--- src/c2rb_pkg.sv ---
// Shared constants, codes, types and helpers of the replicate-border 2D convolution block.
package c2rb_pkg;

    // Kernel and frame geometry.
    localparam int KERNEL_SIZE = 5;
    localparam int MAX_WIDTH   = 4096;
    localparam int MAX_HEIGHT  = 4096;
    localparam int HALF        = KERNEL_SIZE / 2;
    localparam int LINE_ROWS   = KERNEL_SIZE + 1;
    localparam int TAPS        = KERNEL_SIZE * KERNEL_SIZE;

    // Field and internal widths.
    localparam int KIND_W    = 2;
    localparam int CIDX_W    = 5;
    localparam int COEF_W    = 16;
    localparam int PIX_W     = 16;
    localparam int DIM_W     = 13;
    localparam int CFG_IDX_W = 2;
    localparam int COL_W     = $clog2(MAX_WIDTH);
    localparam int ROW_W     = $clog2(MAX_HEIGHT);
    localparam int SLOT_W    = $clog2(LINE_ROWS);
    localparam int STEP_W    = $clog2(HALF + 1);
    localparam int PROD_W    = PIX_W + COEF_W;
    localparam int ROWSUM_W  = PROD_W + $clog2(KERNEL_SIZE);
    localparam int ACC_W     = PROD_W + $clog2(TAPS);
    localparam int RES_W     = 36;
    localparam int POS_W     = 12;

    // Command queue between the front and the back.
    localparam int QUEUE_DEPTH = 4;
    localparam int QPTR_W      = $clog2(QUEUE_DEPTH);
    localparam int QCNT_W      = $clog2(QUEUE_DEPTH + 1);

    // Item kinds.
    localparam logic [KIND_W-1:0] KIND_COEF  = 2'd0;
    localparam logic [KIND_W-1:0] KIND_PIXEL = 2'd1;
    localparam logic [KIND_W-1:0] KIND_DRAIN = 2'd2;

    // Register indexes and reset values.
    localparam logic [CFG_IDX_W-1:0] REG_WIDTH  = 2'd0;
    localparam logic [CFG_IDX_W-1:0] REG_HEIGHT = 2'd1;
    localparam logic [DIM_W-1:0]     RESET_WIDTH  = 13'd640;
    localparam logic [DIM_W-1:0]     RESET_HEIGHT = 13'd480;

    typedef logic [SLOT_W-1:0] slot_t;

    // Effective frame size, each minus one.
    typedef struct packed {
        logic [COL_W-1:0] wm1;
        logic [ROW_W-1:0] hm1;
    } geom_t;

    // One command for the back end: optional pixel store, coefficient load or output.
    typedef struct packed {
        logic                       wr_en;
        slot_t                      wr_slot;
        logic [COL_W-1:0]           wr_col;
        logic signed [PIX_W-1:0]    pixel;
        logic                       coef_en;
        logic [CIDX_W-1:0]          coef_idx;
        logic signed [COEF_W-1:0]   coef_val;
        logic                       emit;
        logic [ROW_W-1:0]           row;
        logic [COL_W-1:0]           col;
        logic                       last;
        slot_t [KERNEL_SIZE-1:0]    sel;
    } job_t;

    // Adds a small signed offset to a line slot, wrapping once around the ring.
    function automatic slot_t slot_wrap(input slot_t base, input int ofs);
        int s;
        s = int'(base) + ofs;
        if (s < 0) begin
            s = s + LINE_ROWS;
        end
        else if (s >= LINE_ROWS) begin
            s = s - LINE_ROWS;
        end
        return slot_t'(s);
    endfunction

endpackage

--- src/c2rb_queue.sv ---
// Short command queue that decouples the front end from the back end.
module c2rb_queue (
    input  logic           clk,
    input  logic           rst_n,
    input  logic           push_valid,
    output logic           push_ready,
    input  c2rb_pkg::job_t push_job,
    output logic           head_valid,
    output c2rb_pkg::job_t head_job,
    input  logic           pop
);
    import c2rb_pkg::*;

    job_t              entry_reg [QUEUE_DEPTH];
    logic [QPTR_W-1:0] wr_ptr_reg, wr_ptr_next;
    logic [QPTR_W-1:0] rd_ptr_reg, rd_ptr_next;
    logic [QCNT_W-1:0] count_reg, count_next;
    logic              do_push;
    logic              do_pop;

    assign push_ready = (count_reg != QCNT_W'(QUEUE_DEPTH));
    assign head_valid = (count_reg != '0);
    assign head_job   = entry_reg[rd_ptr_reg];
    assign do_push    = push_valid && push_ready;
    assign do_pop     = pop && head_valid;

    // Pointer and fill level updates.
    always_comb
    begin
        wr_ptr_next = wr_ptr_reg;
        rd_ptr_next = rd_ptr_reg;
        count_next  = count_reg;
        if (do_push)
            wr_ptr_next = (wr_ptr_reg == QPTR_W'(QUEUE_DEPTH - 1)) ? '0 : wr_ptr_reg + 1'b1;
        if (do_pop)
            rd_ptr_next = (rd_ptr_reg == QPTR_W'(QUEUE_DEPTH - 1)) ? '0 : rd_ptr_reg + 1'b1;
        if (do_push && !do_pop)
            count_next = count_reg + 1'b1;
        else if (do_pop && !do_push)
            count_next = count_reg - 1'b1;
    end

    always_ff @(posedge clk or negedge rst_n)
    begin
        if (!rst_n)
        begin
            wr_ptr_reg <= '0;
            rd_ptr_reg <= '0;
            count_reg  <= '0;
        end
        else
        begin
            wr_ptr_reg <= wr_ptr_next;
            rd_ptr_reg <= rd_ptr_next;
            count_reg  <= count_next;
        end
    end

    // Entry storage.
    always_ff @(posedge clk)
    begin
        if (do_push)
            entry_reg[wr_ptr_reg] <= push_job;
    end

endmodule

--- config.mk ---
export PLATFORM = sky130hd
export DESIGN_NAME = c2rb_queue
export DESIGN_NICKNAME = d
export VERILOG_FILES = /design/src/c2rb_pkg.sv /design/src/c2rb_queue.sv
export SDC_FILE = /design/constraint.sdc
export NUM_CORES = 1
export LEC_CHECK = 0
export BUFFER_PORTS_ARGS = -buffer_cell sky130_fd_sc_hd__buf_4
export CAP_MARGIN = 20
export CORE_ASPECT_RATIO = 2
export CORE_MARGIN = 2
export CORE_UTILIZATION = 30
export DETAILED_ROUTE_END_ITERATION = 16
export GPL_TIMING_DRIVEN = 0
export SLEW_MARGIN = 20
export SYNTH_ARGS = -nofsm -noshare
export SYNTH_HDL_FRONTEND = slang
export SYNTH_SLANG_ARGS = --single-unit
--- constraint.sdc ---
create_clock -name clk -period 8.95 [get_ports clk]
set_clock_uncertainty 0.15 [all_clocks]
set_input_delay 1.79 -clock clk [delete_from_list [all_inputs] [get_ports clk]]
set_output_delay 1.79 -clock clk [all_outputs]
set_load 0.1 [all_outputs]
### After elaboration in Yosys (flattened, before gate mapping)

Memories as Yosys holds them, arrays and structs flattened.
Index checks and enable logic that the tools add are counted.

| operators by class | value |
|---|---|
| add/sub/neg operators | 4 |
| $mul | 0 |
| div/mod/pow operators | 0 |
| $lt $le $gt $ge | 0 |
| equality and inequality tests | 3 |
| shifts and indexed selects | 0 |
| multiplexer cells | 6 |
| bitwise operators | 0 |
| reductions and logical operators | 8 |

Operators with widths:

| operator | number |
|---|---|
| $mux 3 | 2 |
| $add 2x1->2 const B | 2 |
| $eq 2x2->1 const B | 2 |
| $logic_and 1x1->1 | 4 |
| $mux 2 | 2 |
| $add 3x1->3 const B | 1 |
| $ne 3x3->1 const B | 1 |
| $reduce_bool 3->1 | 1 |
| $sub 3x1->3 const B | 1 |
| $logic_not 1->1 | 2 |
| $mux 1 | 2 |
| $reduce_bool 2->1 | 1 |

| storage, ports and cells | value |
|---|---|
| bits in registers | 7 |
| bits in latches | 0 |
| memory bits (writable) | 380 |
| bits in read-only memories | 0 |
| input port bits | 99 |
| output and inout port bits | 97 |
| word-level logic and storage cells | 25 |
| memories kept | 1 |

Memory list:

| memory | words | width | read ports | clocked after Yosys merged registers in | write ports | line | text |
|---|---|---|---|---|---|---|---|
| entry_reg | 4 | 95 | 1 | 0 | 1 | c2rb_queue.sv:14 | `job_t entry_reg [QUEUE_DEPTH];` |

### Depth between registers and ports, before layout

Gate-level depths: netlist of run 1.

| depth | value |
|---|---|
| depth after elaboration | 6 |
| gate-level depth with buffers | 8 |
| gate-level depth less buffers | 8 |

### Least setup slack after synthesis of run 1

OpenSTA, ideal clock, no wires.

| timing path | value |
|---|---|
| path type | input to register |
| start point | input push_valid |
| end point | memory entry_reg[0][0] in the netlist's numbering (enable) |
| library setup time | 0.464 ns |
| data arrival time | 4.391 ns |
| path slack | 3.945 ns |
| cell stages on the path | 2 |
| cells stage by stage | a21boi_1 > and2_1 |

| between the ends | value |
|---|---|
| longest elaborated chain between the ends | 3 |

Ends and longest elaborated chain:

| item | line | text |
|---|---|---|
| start: declaration | c2rb_queue.sv:5 | `input logic push_valid,` |
| $logic_and 1x1->1 | c2rb_queue.sv:24 | `assign do_push = push_valid && push_ready;` |
| $mux 1 | c2rb_queue.sv:62 | `if (do_push)` |
| $mux 1 (not written as such) | c2rb_queue.sv:63 | `entry_reg[wr_ptr_reg] <= push_job;` |
| end: declaration | c2rb_queue.sv:14 |  |

Every way passes these cells.

==> run summary, run 1 <==
yosys warns = 0
startpoint types = register
cell breakdown of the critical path = buf_2 > clkbuf_1 > mux4_2 > buf_4
Syn Nets = 640
Worst Hold Class = reg -> reg
wire per inst = 20.9 um
CP max stage delay = 0.63 ns
max-cap viol count = 0
CP arrival = 2.46 ns
largest net degree at the start of global routing = 41
Die ar. = 49,000 um^2
reg-to-reg endpoint = entry_reg[2][37]$_DFFE_PP_
reg-to-reg slack, setup = 6.53 ns
worst relative slew slack = 46.6%
Buffers & Inverters on Critical Path = 3
FF+latch count, synth = 387
Remaining DRCs = 0
PortBufs = 195
Final GP Congestion = 0.652
Total GRT Usage = 12.4%
Die Y = 311 um
Post CTS Setup Buffer Count = 0
final net count = 881
Largest register FFs = 380
Hold Path Sink = count_reg[2]$_DFFE_PN0P_
final max-slew violation count = 0
CTS tree = built
critical path's top delay family = buffers and inverters
critical path's slowest cell = clkbuf_1
Netlist Area Pre-Place = 14,100 um^2
Worst EP required = 7.01 ns
TritonRoute pass-1 iters = 4
status = finished clean
CTS resizes = 0
hold path depth = 1
Syn Inst Count = 534
Chip Width = 158 um
total grt overflow = 0
Sequential cell area = 11,600 um^2
clock buffer count from CTS = 36
Worst Tran Pin Value = 0.801 ns
CTS Sinks = 387
Worst Hold Launch = count_reg[2]$_DFFE_PN0P_
routed wire length = 30,000 um
area of the multi-input gates = 2390 um^2
Syn Area/Cell = 26.5 um^2
routed via count = 6,302
initial antenna violation count = 3
fmax = 227 MHz
Skew-Pair Late Insertion Delay = 0.53 ns
vias in the first global route = 6,953
RSZ-0062 raised after global routing = false
DR iter-0 viols = 307
R2R depth = 4
Layout area overhead = 25.6%
Vias/cell = 4.40
Fill cells = 4,216
final setup fails = 0
Critical R2R Launch = count_reg[0]$_DFFE_PN0P_
Clock Path Buffers = 3
Hold Vio Cnt, Final = 0
layout cells sized above 1 = 47.4%
Final Critical Period = 4.40 ns
Hold Buf Count CTS = 0
Hold Slack = 0.371 ns
CTS root buf = clkbuf_16
Core Area = 46,700 um^2
HPWL after DPL = 19,700 um
FP Rows = 112
num ports = 196
CP Class = reg -> out
post-synthesis cell type count = 20
Initial Util = 30.3%
ratio of final minimum period to clock period = 49.2%
Max H-tree Level = 2
CP max FO = 10
post-route antenna net violation count = 0
clk slew on worst S/H paths = 0.06 ns
first-pass GRT wire length = 44,000 um
register area share after synthesis = 81.9%
Fin Setup TNS = 0 ns
Setup crit end kind = output pin
metrics by stage:
step / instances / utilization [%] / area (um^2) / worst slack (ns)
floorplan: 534 / - / 14100 / 3.94
global placement: 1356 / 35.1 / 16400 / 1.62
detailed placement: 1364 / 35.6 / 16600 / 4.98
CTS: 1429 / 38.0 / 17800 / 4.38
global route: 1431 / 38.0 / 17800 / 4.37
finish: 1431 / 38.0 / 17800 / 4.55
layout by cell type, fill, tap and decap left out, drive strengths merged:
master / netlist / final
a21boi: 1 / 1
and2: 4 / 4
buf: 18 / 221
bufinv: 0 / 3
clkbuf: 4 / 45
clkinv: 0 / 15
clkinvlp: 0 / 4
dfrtp: 7 / 7
diode: 0 / 2
edfxtp: 380 / 380
fa: 1 / 1
ha: 6 / 6
inv: 3 / 5
mux2: 5 / 5
mux4: 95 / 95
nand2: 2 / 2
nor2: 4 / 4
or3: 1 / 1
xnor2: 1 / 1
xor2: 2 / 2
worst max path at each step:
stage,from,to,cells after the start
3_3_place_gp,push_valid,entry_reg[1][5]$_DFFE_PP_,3
4_1_cts,rd_ptr_reg[1]$_DFFE_PN0P_,head_job[74],5
3_5_place_dp,rd_ptr_reg[1]$_DFFE_PN0P_,head_job[74],5
6_report,rd_ptr_reg[1]$_DFFE_PN0P_,head_job[27],4
5_1_grt,rd_ptr_reg[1]$_DFFE_PN0P_,head_job[74],5
2_1_floorplan,push_valid,entry_reg[0][0]$_DFFE_PP_,2
metal layers:
| layer | vias to the layer above | share of wire [%] | wire [um] | global-route usage [%] |
|---|---|---|---|---|
| li1 | 2787 | - | - | - |
| met1 | 3305 | 36 | 10800 | 13.1 |
| met2 | 153 | 56 | 16800 | 23.1 |
| met3 | 55 | 4.6 | 1390 | 2.76 |
| met4 | 2 | 3.3 | 993 | 5.43 |
| met5 | - | 0.033 | 10 | 0 |
cell families (layout without fill, tap and decap cells):
group	after synthesis	after routing	share of synthesized area, %
other cells	0	2	0
xor+xnor	3	3	0.186
simple gates	11	11	0.380
flops	387	387	81.9
fa+ha+maj	7	7	0.672
buf+inv	25	293	1.25
compound gates	1	1	0.0531
mux	100	100	15.5
Yosys cell counts:
| cell | count | area (um^2) |
|---|---|---|
| clkbuf_1 | 4 | 15.0 |
| a21boi_1 | 1 | 7.51 |
| nand2_1 | 2 | 7.51 |
| buf_2 | 8 | 40.0 |
| buf_8 | 2 | 30.0 |
| fa_1 | 1 | 20.0 |
| nor2_1 | 4 | 15.0 |
| ha_1 | 6 | 75.1 |
| buf_6 | 2 | 22.5 |
| and2_1 | 4 | 25.0 |
| edfxtp_1 | 380 | 11400 |
| mux2_2 | 5 | 56.3 |
| inv_1 | 3 | 11.3 |
| xor2_1 | 2 | 17.5 |
| dfrtp_1 | 7 | 175 |
| xnor2_1 | 1 | 8.76 |
| or3_1 | 1 | 6.26 |
| mux4_2 | 95 | 2140 |
| buf_12 | 1 | 20.0 |
| buf_4 | 5 | 37.5 |
final cells by class:
cell class,count,share of cell area [%]
antenna,2,0.0282
sequential,387,65.3
clock inverter,24,1.24
clock buffer,41,5.30
inverter,3,0.0634
timing repair buffer,203,9.32
tap,627,4.42
multi-input combinational,122,13.5
buffer,22,0.930
Power of run 1 is not shown: default switching activity piles up to over one toggle a cycle in this logic, so the estimate is an artifact.
==> inputs of run 2 (changes only) <==
--- a/config.mk
+++ b/config.mk
@@ -5,6 +5,7 @@
 export SDC_FILE = /design/constraint.sdc
 export NUM_CORES = 1
 export LEC_CHECK = 0
+export ABC_AREA = 1
 export BUFFER_PORTS_ARGS = -buffer_cell sky130_fd_sc_hd__buf_4
 export CAP_MARGIN = 20
 export CORE_ASPECT_RATIO = 2
==> constraint.sdc (replaced) <==
create_clock -name clk -period 4.1 [get_ports clk]
set_clock_uncertainty 0.15 [all_clocks]
set_input_delay 0.82 -clock clk [delete_from_list [all_inputs] [get_ports clk]]
set_output_delay 0.82 -clock clk [all_outputs]
set_load 0.1 [all_outputs]
==> run 2 against run 1 <==
Final area increased by 11%. Die area increased by 11%. Non-clock buffer count rose by 55. Utilization shrank 0.054 points. Worst setup slack got worse by 3.7 ns. Critical path type unchanged.
==> run summary, run 2 <==
worst setup margin = 0.833 ns (-3.72 ns)
top-count cell post-synth = edfxtp_1
Sequential cell area = 11,600 um^2 (unchanged)
Max H-tree Level = 2 (unchanged)
largest net degree at the start of global routing = 21 (-49%)
Post CTS Setup Buffer Count = 0 (unchanged)
FF+latch count, synth = 387 (unchanged)
grt met1 use = 16.1% (+3.0 points)
final setup fails = 0 (unchanged)
CTS resizes = 0 (unchanged)
Hold Buf Count CTS = 1 (+1)
largest cells by area after synthesis = edfxtp_1, o211ai_1, nand2_1
num ports = 196 (unchanged)
post-synthesis cell type count = 18 (-10%)
DR iter-0 viols = 550 (+79%)
max-cap viol count = 0 (unchanged)
final net count = 1,527 (+73%)
final max-slew violation count = 0 (unchanged)
CTS Sinks = 387 (unchanged)
yosys warns = 0 (unchanged)
CTS tree = built
dominant cell type by area after synthesis = edfxtp_1
register area share after synthesis = 73.6% (-8.3 points)
mux cell area share after synthesis = 0% (-16 points)
CTS root buf = clkbuf_16
Initial Util = 30.4% (+0.072 points)
DP Worst Slack = 1.06 ns (-3.92 ns)
Worst Hold Class = in -> reg
Chip Width = 166 um (+5.4%)
fmax = 306 MHz
Hold Vio Cnt, Final = 0 (unchanged)
Die ar. = 54,400 um^2 (+11%)
routed wire length = 41,800 um (+40%)
Clock Path Buffers = 3 (unchanged)
most frequent cells after synthesis = edfxtp_1, nand2_1, inv_1
area of the multi-input gates = 2820 um^2 (+18%)
Worst Tran Pin Value = 0.725 ns (-0.0756 ns)
clk slew on worst S/H paths = 0.07 ns (about the same)
Skew-Pair Late Insertion Delay = 0.53 ns (about the same)
worst relative slew slack = 51.5% (+4.9 points)
wire per inst = 19.9 um (-5.2%)
total grt overflow = 0 (unchanged)
initial antenna violation count = 4 (+1)
Total GRT Usage = 15.2% (+2.8 points)
complex-gate fraction of the synthesized area = 9.47% (+9.4 points)
adder-cell share of the synthesized area = 0.604% (-0.068 points)
largest family of logic cells by synthesized area = compound AO/OA/AOI/OAI gates
Core Area = 51,800 um^2 (+11%)
Final Critical Period = 3.27 ns
FP Rows = 118 (+5.4%)
Largest register FFs = 380 (unchanged)
Syn Inst Count = 1,168 (+120%)
Remaining DRCs = 0 (unchanged)
Die Y = 328 um (+5.4%)
Synth Flop Type = edfxtp_1
post-route antenna net violation count = 0 (unchanged)
CP Class = reg -> out
post-synthesis simple-gate area fraction = 7.56% (+7.2 points)
clock buffer count from CTS = 35 (-2.8%)
Setup crit end kind = output pin
placed cell count = 2,043 (+50%)
Vias/cell = 4.59 (+4.3%)
layout cells sized above 1 = 24.1% (-23 points)
routed via count = 9,679 (+54%)
vias in the first global route = 10,200 (+47%)
Fill cells = 4,848 (+15%)
Final GP Congestion = 0.737 (+13%)
first-pass GRT wire length = 62,100 um (+41%)
startpoint types = register
XOR/XNOR share of the synthesized area = 0.0556% (-0.13 points)
most common cell after layout, fill and taps aside = edfxtp_1
PortBufs = 195 (unchanged)
post-synth top area share = 72.5% (-8.2 points)
CP max FO = 10 (unchanged)
Layout area overhead = 25.1%
diode count = 0 (-2)
HPWL after DPL = 29,300 um (+49%)
commonest non-fill, non-tap cells in the layout = edfxtp_1, nand2_1, buf_4
Worst EP required = 3.13 ns (-3.88 ns)
busiest layer in global routing = met2
Fin Setup TNS = 0 ns (unchanged)
routing usage on met2 = 29.6% (+6.5 points)
ratio of final minimum period to clock period = 79.7%
met3 Usage GRT = 2.65% (-0.11 points)
EDFF count, synth = 380 (unchanged)
Non-Filler Instances = 2,107 (+47%)
CP arrival = 2.30 ns (-0.16 ns)
status = finished clean
RSZ-0062 raised after global routing = false
Syn Nets = 1,274 (+99%)
Netlist Area Pre-Place = 15,700 um^2 (+11%)
asr flop ratio synth = 1.81% (unchanged)
Syn Area/Cell = 13.5 um^2 (-49%)
TritonRoute pass-1 iters = 5 (+1)
-- run 2: cell types whose count changed after synthesis, sizes merged, moves of 4 or more --
cell    previous run  this run
and2               4         0
buf               18        58
inv                3       204
mux2               5         0
mux4              95         0
nand2              2       300
nand3              0         7
o211ai             0       190
-- run 2: critical path: stages, from the launching register on --
cell and delay [ns]:
dfrtp_1 0.37, buf_4 0.24, buf_6 0.20, buf_2 0.32
o211ai_1 0.15, nand2_1 0.15, buf_4 0.31
-- run 2: cell families (layout without fill, tap and decap cells) --
family                   after synthesis  count (layout)
flip-flops                           387             387
adder cells (fa/ha/maj)                7               7
buffers and inverters                268             547
AND/OR/NAND/NOR                      314             314
AO/OA/AOI/OAI                        191             191
XOR/XNOR                               1               1
-- run 2: final cells by class --
type | instances | share of cell area [%]
flip-flops and latches | 387 | 58.8
multi-input cells | 513 | 14.3
repair buffers | 216 | 9.86
clock buffers | 43 | 4.87
well taps | 660 | 4.19
inverters | 204 | 3.90
plain buffers | 64 | 3.06
clock inverters | 20 | 0.979
-- run 2: final timing paths --
kind	start	to	slack (ns)	depth (start not counted)
min in group asynchronous	rst_n	wr_ptr_reg[0]$_DFFE_PN0P_	0.47	2
max in group asynchronous	rst_n	count_reg[2]$_DFFE_PN0P_	3.20	2
max reg2reg	count_reg[0]$_DFFE_PN0P_	entry_reg[2][44]$_DFFE_PP_	1.34	7
max	rd_ptr_reg[1]$_DFFE_PN0P_	head_job[38]	0.83	6
min reg2reg	count_reg[2]$_DFFE_PN0P_	count_reg[2]$_DFFE_PN0P_	0.35	2
min	push_job[68]	entry_reg[2][68]$_DFFE_PP_	0.33	1
-- run 2: through the flow --
stage	area (um^2)	util, %	hold slack (ns)
after global placement	18000	34.8	0.328
after global routing	19700	38.0	0.313
after floorplan	15800	-	0.313
after detailed placement	18500	35.8	0.342
after CTS	19700	38.0	0.307
final	19700	38.0	0.333
-- run 2: layer usage --
layer	up-vias	part of all wire (%)
met3	84	4.9
met5	-	0.10
met2	277	55
met1	4740	36
met4	6	3.9
li1	4572	-
Power of run 2 is left out for the same reason.
==> inputs of run 3 (changes only) <==
==> constraint.sdc (replaced) <==
create_clock -name clk -period 3 [get_ports clk]
set_clock_uncertainty 0.15 [all_clocks]
set_input_delay 0.6 -clock clk [delete_from_list [all_inputs] [get_ports clk]]
set_output_delay 0.6 -clock clk [all_outputs]
set_load 0.1 [all_outputs]
==> run 3 against run 2 <==
Sequential share of layout area shrank 0.71 points. Flip-flop and latch count did not move. Wire length is 1.2% higher. Largest cell class unchanged. First-iteration DRC count fell by 1.1%. Global-route usage is 0.089 points higher. Utilization up 0.46 points. Critical path type unchanged. Critical path depth stayed put. Final area is 1.2% higher. Via count grew 0.79%.
==> run summary, run 3 (same netlist as run 2, synthesis figures left out) <==
max-cap viol count = 0 (unchanged)
Largest register FFs = 380 (unchanged)
worst relative slew slack = 50.0% (-1.6 points)
CP max FO = 10 (unchanged)
Die Y = 328 um (unchanged)
post-route antenna net violation count = 0 (unchanged)
Worst Tran Pin Value = 0.749 ns (+0.0236 ns)
status = finished clean
Clock Path Buffers = 3 (unchanged)
Chip Width = 166 um (unchanged)
clock buffer count from CTS = 36 (+2.9%)
Hold Vio Cnt, Final = 0 (unchanged)
CTS Sinks = 387 (unchanged)
final setup fails = 0 (unchanged)
placed cell count = 2,042 (-0.049%)
HPWL after DPL = 29,700 um (+1.3%)
CTS root buf = clkbuf_16
vias in the first global route = 10,100 (-0.69%)
RSZ-0062 raised after global routing = false
Initial Util = 30.4% (unchanged)
CP Class = reg -> out
DR top layer = met5
Total GRT Usage = 15.3% (+0.089 points)
Met2 Wirelength = 23,200 um (+1.2%)
Core Area = 51,800 um^2 (unchanged)
CP arrival = 2.19 ns (-0.11 ns)
Max H-tree Level = 2 (unchanged)
initial antenna violation count = 4 (unchanged)
Fin Setup TNS = 0 ns (unchanged)
Layout area overhead = 26.6%
PortBufs = 195 (unchanged)
Skew-Pair Late Insertion Delay = 0.54 ns (about the same)
placed inst area = 18,500 um^2 (-0.12%)
CTS tree = built
Remaining DRCs = 0 (unchanged)
num ports = 196 (unchanged)
Worst EP required = 2.25 ns (-0.88 ns)
layout cells sized above 1 = 24.2% (+0.052 points)
Vias/cell = 4.62 (+0.64%)
Final GP Congestion = 0.756 (+2.6%)
startpoint types = register
Worst Hold Class = in -> reg
FP Rows = 118 (unchanged)
total grt overflow = 0 (unchanged)
DR iter-0 viols = 544 (-1.1%)
largest net degree at the start of global routing = 22 (+4.8%)
ratio of final minimum period to clock period = 97.9%
wire per inst = 20.1 um (+1.0%)
first-pass GRT wire length = 62,000 um (about the same)
Layout Cell Area excl Fill = 19,900 um^2 (+1.2%)
TritonRoute pass-1 iters = 5 (unchanged)
routed via count = 9,755 (+0.79%)
clk slew on worst S/H paths = 0.06 ns (about the same)
final net count = 1,527 (unchanged)
Setup crit end kind = output pin
final max-slew violation count = 0 (unchanged)
commonest non-fill, non-tap cells in the layout = edfxtp_1, nand2_1, inv_1
fmax = 341 MHz
most common cell after layout, fill and taps aside = edfxtp_1
routed metal-1 wirelength = 15,200 um (about the same)
Hold Slack = 0.0891 ns (-0.244 ns)
Die ar. = 54,400 um^2 (unchanged)
routed wire length = 42,300 um (+1.2%)
met3 routed WL = 2250 um (+9.5%)
Final Critical Period = 2.94 ns
Non-Filler Instances = 2,110 (+0.14%)
==> run 3: final timing paths <==
kind                                            from                         end  slack (ns)  cells after the start
max                        rd_ptr_reg[1]$_DFFE_PN0P_                head_job[40]        0.06                      6
min reg2reg                wr_ptr_reg[1]$_DFFE_PN0P_   wr_ptr_reg[1]$_DFFE_PN0P_        0.39                      2
max in group asynchronous                      rst_n    count_reg[1]$_DFFE_PN0P_        2.32                      2
min                                     push_job[68]  entry_reg[2][68]$_DFFE_PP_        0.09                      1
min in group asynchronous                      rst_n    count_reg[2]$_DFFE_PN0P_        0.26                      2
max reg2reg                 count_reg[0]$_DFFE_PN0P_   entry_reg[2][3]$_DFFE_PP_        0.48                      7
==> run 3: through the flow <==
stage | utilization [%] | setup WS, ns
floorplan | - | 0.0625
global placement | 34.9 | -1.24
detailed placement | 35.7 | 0.343
CTS | 38.3 | -0.0203
global route | 38.5 | 0.000400
finish | 38.5 | 0.0642
==> run 3: timing repair <==
item,CTS,global route
resized for setup,54,15
setup buffers,0,0
endpoints found under the setup margin,42,38
endpoints found under the hold margin,7,0
hold buffers,1,0
==> run 3: layer usage <==
layer	vias up	GRT usage (%)
met3	80	3.30
li1	4566	-
met2	279	29.6
met5	-	0
met4	6	6.52
met1	4824	15.7
==> run 3: worst max-delay path: stages (launching register included) <==
cell	delay (ns)
dfrtp_1	0.36
buf_4	0.27
buf_6	0.22
buf_4	0.25
o211ai_1	0.13
nand2_1	0.15
buf_6	0.25
==> run 3: area by class of cell <==
cell class                 count  area (um^2)
sequential                   387        11600
tap                          660          826
clock inverter                23          211
inverter                     204          768
multi-input combinational    513         2840
timing repair buffer         215         2110
buffer                        64          638
clock buffer                  42          945
fill                        4823        31900
antenna                        2         5.00
Power of run 3 is left out for the same reason.
